==> config.mk <==
export PLATFORM = sky130hd
export DESIGN_NAME = symbol_spectrum_normalizer
export DESIGN_NICKNAME = d
export VERILOG_FILES = /design/src/rtl/core/ssn_pkg.sv /design/src/rtl/core/ssn_ram.sv /design/src/rtl/core/ssn_datapath.sv /design/src/rtl/core/ssn_ctrl.sv /design/src/rtl/core/symbol_spectrum_normalizer.sv
export SDC_FILE = /design/constraint.sdc
export NUM_CORES = 2
export LEC_CHECK = 0
export BUFFER_PORTS_ARGS = -buffer_cell sky130_fd_sc_hd__buf_4
export CORE_MARGIN = 2
export CORE_UTILIZATION = 25
export DETAILED_ROUTE_END_ITERATION = 8
export SLEW_MARGIN = 10
export SYNTH_ARGS = -nofsm -noshare
export SYNTH_HDL_FRONTEND = slang
export SYNTH_HIERARCHICAL = 1
export SYNTH_SLANG_ARGS = --single-unit
==> constraint.sdc <==
create_clock -name clk -period 13.6 [get_ports clk]
set_input_delay 3.4 -clock clk [delete_from_list [all_inputs] [get_ports clk]]
set_output_delay 3.4 -clock clk [all_outputs]
set_load 0.01 [all_outputs]
==> src/rtl/core/ssn_pkg.sv <==
// ----------------------------------------------------------------------------
// ssn_pkg: shared types and constants for the symbol spectrum normalizer
// Holds the item structs, the command and status structs that join the
// controller and datapath, and the fixed field widths.
// ----------------------------------------------------------------------------
package ssn_pkg;

  localparam int SYM_W      = 6;
  localparam int CNT_W      = 16;
  localparam int SQ_W       = 2 * CNT_W;
  localparam int SUM_W      = 38;  // 64 bins of squared 16-bit counts
  localparam int Q_W        = 31;  // quotient of c*c*2^30/S is at most 2^30
  localparam int RT_W       = 32;
  localparam int STEP_W     = 5;
  localparam int DIV_STEPS  = 30;
  localparam int SQRT_STEPS = 16;

  typedef struct packed {
    logic [SYM_W-1:0] symbol;
    logic             end_of_string;
  } in_item_t;

  typedef struct packed {
    logic [SYM_W-1:0] bin_index;
    logic [CNT_W-1:0] bin_value;
    logic             last_bin;
  } out_item_t;

  typedef struct packed {
    logic             accept;
    logic             sum_clr;
    logic             sum_rd;
    logic             load;
    logic             div_init;
    logic             div_step;
    logic             sqrt_init;
    logic             sqrt_step;
    logic             emit;
    logic             emit_raw;
    logic             emit_norm;
    logic             clear;
    logic             last;
    logic [SYM_W-1:0] addr;
  } ssn_cmd_t;

  typedef struct packed {
    logic sum_zero;
  } ssn_stat_t;

endpackage

==> src/rtl/core/ssn_ram.sv <==
// ----------------------------------------------------------------------------
// ssn_ram: generic single-write, single-read RAM
// One write port and one read port with registered read data.
// ----------------------------------------------------------------------------
module ssn_ram #(
  parameter int WIDTH = 16,
  parameter int DEPTH = 64
) (
  input  logic                     clk,
  input  logic                     we,
  input  logic [$clog2(DEPTH)-1:0] waddr,
  input  logic [WIDTH-1:0]         wdata,
  input  logic [$clog2(DEPTH)-1:0] raddr,
  output logic [WIDTH-1:0]         rdata
);

  logic [WIDTH-1:0] mem [DEPTH];

  always_ff @(posedge clk) begin
    if (we) begin
      mem[waddr] <= wdata;
    end
    rdata <= mem[raddr];
  end

endmodule

==> src/rtl/core/ssn_datapath.sv <==
// ----------------------------------------------------------------------------
// ssn_datapath: bin store, sum of squares, divider, square root, output
// Counts symbols with read-modify-write on the bin RAM, then computes the
// normalized value of each bin with a bit-serial divider and square root.
// ----------------------------------------------------------------------------
module ssn_datapath #(
  parameter int NUM_BINS = 64
) (
  input  logic               clk,
  input  logic               rst_n,
  input  ssn_pkg::in_item_t  in_item,
  input  ssn_pkg::ssn_cmd_t  cmd,
  output ssn_pkg::ssn_stat_t stat,
  output logic               out_strobe,
  output ssn_pkg::out_item_t out_item
);
  import ssn_pkg::*;

  localparam int AW = $clog2(NUM_BINS);
  localparam logic [CNT_W-1:0] CNT_MAX = '1;

  logic [AW-1:0]     raddr, rd_addr_r;
  logic [CNT_W-1:0]  rdata, count_rd, old_cnt, new_cnt;
  logic              in_range;
  logic              s1_vld_r;
  logic [AW-1:0]     s1_addr_r;
  logic              wr_vld_r;
  logic [AW-1:0]     wr_addr_r;
  logic [CNT_W-1:0]  wr_val_r;
  logic [NUM_BINS-1:0] vld_r;
  logic              rd_sum_r, sq_sum_r;
  logic [SQ_W-1:0]   sq_r;
  logic [SUM_W-1:0]  sum_r;
  logic [CNT_W-1:0]  cnt_r;
  logic [SUM_W:0]    rem_r, rem_sh, sq_ext;
  logic [Q_W-1:0]    q_r;
  logic [RT_W-1:0]   v_r, res_r, bit_r, trial;
  logic              out_strobe_r;
  out_item_t         out_r;

  assign in_range = {1'b0, in_item.symbol} < (SYM_W+1)'(NUM_BINS);
  assign raddr    = cmd.accept ? in_item.symbol[AW-1:0] : cmd.addr[AW-1:0];
  assign count_rd = vld_r[rd_addr_r] ? rdata : '0;

  // A bin written on the edge of its own read still shows the old word.
  assign old_cnt = (wr_vld_r && (wr_addr_r == s1_addr_r)) ? wr_val_r : count_rd;
  assign new_cnt = (old_cnt == CNT_MAX) ? old_cnt : old_cnt + CNT_W'(1);

  ssn_ram #(.WIDTH(CNT_W), .DEPTH(NUM_BINS)) u_bins (
    .clk   (clk),
    .we    (s1_vld_r),
    .waddr (s1_addr_r),
    .wdata (new_cnt),
    .raddr (raddr),
    .rdata (rdata)
  );

  assign sq_ext = (SUM_W+1)'(sq_r);
  assign rem_sh = {rem_r[SUM_W-1:0], 1'b0};
  assign trial  = res_r + bit_r;

  always_ff @(posedge clk) begin
    if (!rst_n) begin
      s1_vld_r     <= 1'b0;
      wr_vld_r     <= 1'b0;
      vld_r        <= '0;
      rd_sum_r     <= 1'b0;
      sq_sum_r     <= 1'b0;
      out_strobe_r <= 1'b0;
    end else begin
      s1_vld_r     <= cmd.accept && in_range;
      wr_vld_r     <= s1_vld_r;
      rd_sum_r     <= cmd.sum_rd;
      sq_sum_r     <= rd_sum_r;
      out_strobe_r <= cmd.emit;
      if (cmd.clear) begin
        vld_r <= '0;
      end else if (s1_vld_r) begin
        vld_r[s1_addr_r] <= 1'b1;
      end
    end
  end

  always_ff @(posedge clk) begin
    rd_addr_r <= raddr;
    s1_addr_r <= in_item.symbol[AW-1:0];
    wr_addr_r <= s1_addr_r;
    wr_val_r  <= new_cnt;
    if (rd_sum_r || cmd.load) begin
      sq_r <= SQ_W'(count_rd) * SQ_W'(count_rd);
    end
    if (cmd.sum_clr) begin
      sum_r <= '0;
    end else if (sq_sum_r) begin
      sum_r <= sum_r + SUM_W'(sq_r);
    end
    if (cmd.load) begin
      cnt_r <= count_rd;
    end
    if (cmd.div_init) begin
      if (sq_ext >= {1'b0, sum_r}) begin
        rem_r <= sq_ext - {1'b0, sum_r};
        q_r   <= Q_W'(1);
      end else begin
        rem_r <= sq_ext;
        q_r   <= '0;
      end
    end else if (cmd.div_step) begin
      if (rem_sh >= {1'b0, sum_r}) begin
        rem_r <= rem_sh - {1'b0, sum_r};
        q_r   <= {q_r[Q_W-2:0], 1'b1};
      end else begin
        rem_r <= rem_sh;
        q_r   <= {q_r[Q_W-2:0], 1'b0};
      end
    end
    if (cmd.sqrt_init) begin
      v_r   <= RT_W'(q_r);
      res_r <= '0;
      bit_r <= RT_W'(1) << (RT_W - 2);
    end else if (cmd.sqrt_step) begin
      if (v_r >= trial) begin
        v_r   <= v_r - trial;
        res_r <= (res_r >> 1) + bit_r;
      end else begin
        res_r <= res_r >> 1;
      end
      bit_r <= bit_r >> 2;
    end
    if (cmd.emit) begin
      out_r.bin_index <= cmd.addr;
      out_r.last_bin  <= cmd.last;
      if (cmd.emit_raw) begin
        out_r.bin_value <= cnt_r;
      end else if (cmd.emit_norm) begin
        out_r.bin_value <= res_r[CNT_W-1:0];
      end else begin
        out_r.bin_value <= '0;
      end
    end
  end

  assign stat.sum_zero = (sum_r == '0);
  assign out_strobe    = out_strobe_r;
  assign out_item      = out_r;

endmodule

==> src/rtl/core/ssn_ctrl.sv <==
// ----------------------------------------------------------------------------
// ssn_ctrl: sequencer for counting, the sum sweep and per-bin emission
// Holds the normalize register and steps the datapath through each pass.
// ----------------------------------------------------------------------------
module ssn_ctrl #(
  parameter int NUM_BINS = 64
) (
  input  logic               clk,
  input  logic               rst_n,
  input  logic               start,
  input  ssn_pkg::in_item_t  in_item,
  output logic               busy,
  input  logic               cfg_we,
  input  logic               cfg_wdata,
  input  ssn_pkg::ssn_stat_t stat,
  output ssn_pkg::ssn_cmd_t  cmd
);
  import ssn_pkg::*;

  localparam logic [SYM_W-1:0] LAST_K = SYM_W'(NUM_BINS - 1);

  typedef enum logic [11:0] {
    ST_IDLE  = 12'b0000_0000_0001,
    ST_DRAIN = 12'b0000_0000_0010,
    ST_SUM   = 12'b0000_0000_0100,
    ST_SUMW  = 12'b0000_0000_1000,
    ST_RD    = 12'b0000_0001_0000,
    ST_LOAD  = 12'b0000_0010_0000,
    ST_DINIT = 12'b0000_0100_0000,
    ST_DIV   = 12'b0000_1000_0000,
    ST_SINIT = 12'b0001_0000_0000,
    ST_SQRT  = 12'b0010_0000_0000,
    ST_EMIT  = 12'b0100_0000_0000,
    ST_CLEAR = 12'b1000_0000_0000
  } state_t;

  state_t            state_r, state_nxt;
  logic [SYM_W-1:0]  k_r, k_nxt;
  logic [STEP_W-1:0] step_r, step_nxt;
  logic              normalize_r;

  always_ff @(posedge clk) begin
    if (!rst_n) begin
      state_r     <= ST_IDLE;
      k_r         <= '0;
      step_r      <= '0;
      normalize_r <= 1'b0;
    end else begin
      state_r <= state_nxt;
      k_r     <= k_nxt;
      step_r  <= step_nxt;
      if (cfg_we) begin
        normalize_r <= cfg_wdata;
      end
    end
  end

  always_comb begin
    state_nxt     = state_r;
    k_nxt         = k_r;
    step_nxt      = step_r;
    cmd           = '0;
    cmd.addr      = k_r;
    cmd.last      = (k_r == LAST_K);
    cmd.emit_raw  = !normalize_r;
    cmd.emit_norm = normalize_r && !stat.sum_zero;
    case (state_r)
      ST_IDLE: begin
        cmd.accept = start;
        if (start && in_item.end_of_string) begin
          state_nxt = ST_DRAIN;
        end
      end
      ST_DRAIN: begin
        cmd.sum_clr = 1'b1;
        k_nxt       = '0;
        state_nxt   = ST_SUM;
      end
      ST_SUM: begin
        cmd.sum_rd = 1'b1;
        if (k_r == LAST_K) begin
          k_nxt     = '0;
          step_nxt  = '0;
          state_nxt = ST_SUMW;
        end else begin
          k_nxt = k_r + SYM_W'(1);
        end
      end
      ST_SUMW: begin
        // This wait lets the last square pass the squaring register into the accumulator.
        step_nxt = step_r + STEP_W'(1);
        if (step_r == STEP_W'(1)) begin
          state_nxt = ST_RD;
        end
      end
      ST_RD: begin
        state_nxt = ST_LOAD;
      end
      ST_LOAD: begin
        cmd.load = 1'b1;
        if (normalize_r && !stat.sum_zero) begin
          state_nxt = ST_DINIT;
        end else begin
          state_nxt = ST_EMIT;
        end
      end
      ST_DINIT: begin
        cmd.div_init = 1'b1;
        step_nxt     = '0;
        state_nxt    = ST_DIV;
      end
      ST_DIV: begin
        cmd.div_step = 1'b1;
        step_nxt     = step_r + STEP_W'(1);
        if (step_r == STEP_W'(DIV_STEPS - 1)) begin
          state_nxt = ST_SINIT;
        end
      end
      ST_SINIT: begin
        cmd.sqrt_init = 1'b1;
        step_nxt      = '0;
        state_nxt     = ST_SQRT;
      end
      ST_SQRT: begin
        cmd.sqrt_step = 1'b1;
        step_nxt      = step_r + STEP_W'(1);
        if (step_r == STEP_W'(SQRT_STEPS - 1)) begin
          state_nxt = ST_EMIT;
        end
      end
      ST_EMIT: begin
        cmd.emit = 1'b1;
        if (k_r == LAST_K) begin
          state_nxt = ST_CLEAR;
        end else begin
          k_nxt     = k_r + SYM_W'(1);
          state_nxt = ST_RD;
        end
      end
      ST_CLEAR: begin
        cmd.clear = 1'b1;
        state_nxt = ST_IDLE;
      end
      default: begin
        state_nxt = ST_IDLE;
      end
    endcase
  end

  assign busy = (state_r != ST_IDLE);

endmodule

==> src/rtl/core/symbol_spectrum_normalizer.sv <==
// ----------------------------------------------------------------------------
// symbol_spectrum_normalizer: per-string symbol histogram with L2 scaling
// Counts symbols into NUM_BINS saturating bins and emits the spectrum at the
// end of each string, raw or divided by its L2 norm in Q1.15.
// ----------------------------------------------------------------------------
// Usage:
//   An item (in_item) is taken on a clock edge with start high and busy low.
//   Ordinary symbols are taken one per cycle; counting is a read-modify-write
//   on the bin RAM with forwarding between back-to-back items.
//   An item with end_of_string set raises busy for the whole emission pass:
//   a drain state, the sum-of-squares sweep over all bins, then per bin a read
//   and a load state, for normalized output with a nonzero sum the 30-step
//   divider and the 16-step square root, then the emit state, and a clear
//   state at the end.
//   Each result appears on out_item for one cycle with out_strobe high, in
//   bin order; last_bin marks the final bin. The receiver cannot stall.
//   cfg_we writes the normalize bit; write it only while the block is idle.
//   Reset (rst_n low, synchronous) empties the store and clears normalize.
// ----------------------------------------------------------------------------
module symbol_spectrum_normalizer #(
  parameter int NUM_BINS = 64
) (
  input  logic               clk,
  input  logic               rst_n,
  input  logic               start,
  output logic               busy,
  input  ssn_pkg::in_item_t  in_item,
  output logic               out_strobe,
  output ssn_pkg::out_item_t out_item,
  input  logic               cfg_we,
  input  logic               cfg_wdata
);
  import ssn_pkg::*;

  ssn_cmd_t  cmd;
  ssn_stat_t stat;

  ssn_ctrl #(.NUM_BINS(NUM_BINS)) u_ctrl (
    .clk       (clk),
    .rst_n     (rst_n),
    .start     (start),
    .in_item   (in_item),
    .busy      (busy),
    .cfg_we    (cfg_we),
    .cfg_wdata (cfg_wdata),
    .stat      (stat),
    .cmd       (cmd)
  );

  ssn_datapath #(.NUM_BINS(NUM_BINS)) u_dp (
    .clk        (clk),
    .rst_n      (rst_n),
    .in_item    (in_item),
    .cmd        (cmd),
    .stat       (stat),
    .out_strobe (out_strobe),
    .out_item   (out_item)
  );

endmodule
==> summary.md <==
| Metric | Value |
|---|---|
| Status | finished clean |
| Worst-margin pin slew | 1.20 ns |
| Post-route ant nets | 0 |
| EDFF count, synth | 1194 |
| Hold bufs inserted after CTS | 0 |
| Ys flop type | edfxtp_1 |
| Pre-CTS setup slack | 4.24 ns |
| # clock sinks | 1424 |
| CP required | 14.10 ns |
| Layout cells sized above 1 | 0.132 |
| Worst hold path type | reg -> reg |
| DR pass1 iterations | 5 |
| Vias | 45097 |
| GR peak layer | met2 |
| Max-Cap Viols | 0 |
| Syn Inst Count | 5450 |
| CP Buf/Inv Count | 6 |
| Final Util | 0.285 |
| Slew margin rel. | 0.195 |
| Root Driver | clkbuf_16 |
| First-pass GRT wire length | 279000 um |
| Final count of hold timing violations | 0 |
| Comb pwr share | 0.364 |
| Tmin final | 9.46 ns |
| Pleak | 28.2 nW |
| Crit path max-delay family | adder cells |
| P_int | 9.78 mW |
| DR WL/cell | 19.6 um |
| Cell area power density | 183 nW/um2 |
| CTS tree | yes |
| Core area | 288000 um2 |
| Chip width | 541 um |
| Row count | 197 |
| Worst-path clk slew | 0.06 ns |
| Worst-Skew Late Latency | 0.84 ns |
| Placed Area | 77000 um2 |
| Delay of the slowest critical-path stage | 1.03 ns |
| Total power | 15.0 mW |
| Crit Path Max Fanout | 81 |
| Largest net degree at the start of global routing | 102 |
| Fin crit share | 0.696 |
| Synth warnings | 6 |
| Number of I/O port buffers | 36 |
| Total Routed Length | 184000 um |
| Met3 GRT Util | 0.0193 |
| Setup Viol. Count Final | 0 |
| Vias/cell | 4.80 |
| Post-synthesis async set-or-reset flop share | 0 |
| Synth Cell Area | 72200 um2 |
| GRT overflow | 0 |
| Unrepaired setup endpoints after global routing | no |
| Die ar. | 293000 um2 |
| # nets final | 5939 |
| DPL Wire Length | 121000 um |
| Achievable Freq | 106 MHz |
| Worst path arrival time | 9.96 ns |
| Initial antenna violation count | 7 |
| Sw frac | 0.348 |
| Setup bufs post-CTS | 0 |
| Sw power | 5.21 mW |
| FF+latch count, synth | 1424 |
| Sequential power share | 0.361 |
| Setup crit end kind | register |
| Post-cts sizing count | 0 |
| Worst path slowest cell | dfxtp_1 |
| Tot GR Track Use | 0.122 |
| Met2 GRT Util | 0.199 |
| Multi-input gate area in the final layout | 29200 um2 |
| Placer Congestion | 0.873 |
| Post-synthesis sequential area ratio | 0.560 |
| Syn Nets | 5896 |
| Reg area | 40500 um2 |
| Clk pwr share | 0.275 |
| CP startpoint kind | register |
| H-tree depth | 4 |
| Clock Skews | 0.0854 ns |
| CP Class | reg -> reg |
| Starting Density | 0.251 |
| Number of global-route vias before repair | 45002 |
| CTS buffer count | 155 |
| Area added between synthesis and finish | 13.4% |
| Final setup TNS | 0 ns |
| Met1 Use GR | 0.168 |
| Vert. Die Dim | 541 um |
| Setup WS post-layout | 4.14 ns |
| Avg Inst Size Synth | 13.2 um2 |
| Most frequent CP cell | fa_1 |
| Post-Layout Cell Count | 9391 |
| Design Area, Final | 81900 um2 |
| Ports | 37 |
| Max-slew violation count | 0 |
| Placed Instances | 9116 |
| Clock tree buffer depth | 4 |
| Peak supply drop | 0.210 mV |
| DRC errors left | 0 |
| Netlist cell types | 101 |
| # fillers | 28791 |
| Drt initial violations | 3892 |
| Fin Hold WS | 0.464 ns |
## layout make-up
class	instances	share of cell area
sequential	1424	0.494
multi-input combinational	3391	0.357
tap	3781	0.0577
clock buffer	195	0.0508
inverter	357	0.0164
timing repair buffer	164	0.0155
clock inverter	75	0.00852
antenna	4	0.000122
## registers in the layout (all words and copies together), names as in the netlist, 5 cells and up
register,flops
u_dp/rd_addr_r,6
u_dp/u_bins/mem,1024
u_dp/cnt_r,16
u_dp/s1_addr_r,6
u_dp/vld_r,64
u_dp/u_bins/rdata,16
u_dp/bit_r,16
u_dp/sum_r,38
u_dp/q_r,31
u_dp/v_r,32
u_dp/res_r,32
u_ctrl/state_r,12
u_dp/rem_r,38
u_dp/sq_r,31
u_dp/wr_addr_r,6
u_dp/wr_val_r,16
u_ctrl/k_r,6
u_dp/out_item,23
u_ctrl/step_r,5
## cells in the final DEF (no fill, tap or decap), types with 18 or more instances in the layout
master	n
a211oi_1	64
a21o_1	67
a21oi_1	259
a22oi_1	44
a311oi_1	32
a31oi_1	64
and2_1	39
and3_1	87
buf_4	161
clkbuf_1	31
clkbuf_16	159
clkinv_1	31
clkinv_2	18
dfxtp_1	229
edfxtp_1	1194
fa_1	166
ha_1	268
inv_1	355
mux2_2	47
mux2i_1	182
mux4_2	234
nand2_1	357
nand2b_1	32
nand3_1	73
nand4_1	51
nor2_1	400
nor2b_1	89
nor3_1	51
nor4_1	24
o211ai_1	21
o21a_1	26
o21ai_0	170
o21bai_1	36
or3_1	26
xnor2_1	125
xor2_1	70
## synthesized netlist by cell type, drive strengths merged (10+ instances only)
cell | number | area (um2)
nand3 | 73 | 365
nand2b | 33 | 206
or4 | 11 | 82.6
a311oi | 32 | 280
buf | 111 | 822
xor2 | 71 | 622
a22oi | 46 | 364
dfxtp | 230 | 4600
mux4 | 238 | 5380
nor4 | 30 | 228
and2 | 40 | 250
o22ai | 11 | 68.8
a211oi | 68 | 531
a21boi | 10 | 75.1
nor2b | 90 | 563
a2111oi | 11 | 140
o31ai | 15 | 113
o21bai | 36 | 270
a21o | 67 | 503
and3 | 87 | 544
or3 | 26 | 163
mux2 | 51 | 574
xnor2 | 127 | 1110
clkbuf | 167 | 634
nand4 | 51 | 319
a31o | 10 | 87.6
fa | 166 | 3320
ha | 268 | 3350
o21a | 26 | 195
nor3 | 54 | 275
a211o | 16 | 140
or2 | 12 | 75.1
nand2 | 358 | 1350
and4 | 10 | 87.6
mux2i | 183 | 1830
inv | 355 | 1330
edfxtp | 1194 | 35900
o211ai | 21 | 158
a21oi | 263 | 1320
a221oi | 17 | 149
o21ai | 180 | 901
nor2 | 408 | 1540
a31oi | 65 | 407
## logic make-up after synthesis
logic type / Yosys count / share of synthesized area
and+or+nand+nor: 1317 / 0.0878
DFF: 1424 / 0.560
adders and majority gates: 434 / 0.0925
muxes: 472 / 0.108
buffers and inverters: 635 / 0.0387
AOI/OAI and AO/OA: 970 / 0.0889
xor gates and xnor gates: 198 / 0.0240
## final timing paths
kind / endpoint / slack, ns / cells after the start / startpoint
worst max-delay path: u_dp/sq_r[29]$_DFFE_PP_ / 4.14 / 28 / u_dp/rd_addr_r[1]$_DFF_P_
worst min-delay path: u_dp/sq_sum_r$_SDFF_PN0_ / 0.46 / 1 / u_dp/rd_sum_r$_SDFF_PN0_
worst max register to register: u_dp/sq_r[29]$_DFFE_PP_ / 4.14 / 28 / u_dp/rd_addr_r[1]$_DFF_P_
worst min register to register: u_dp/sq_sum_r$_SDFF_PN0_ / 0.46 / 1 / u_dp/rd_sum_r$_SDFF_PN0_
## metal layers
layer  wire length [um]  share of wire
met5                 47        0.00026
met4               4390          0.024
met2              86400           0.47
met1              82200           0.45
met3              11200          0.061
## power groups by stage
| stage | Combinational, mW | Sequential [mW] | Clock [mW] |
|---|---|---|---|
| after floorplan | 4.06 | 5.42 | 0 |
| after global placement | 5.36 | 5.49 | 0 |
| after detailed placement | 5.47 | 5.50 | 0 |
| after CTS | 5.51 | 5.40 | 4.23 |
| after global routing | 6.16 | 5.41 | 4.39 |
| final | 5.46 | 5.41 | 4.13 |
Power figures use the tool's default switching activity.
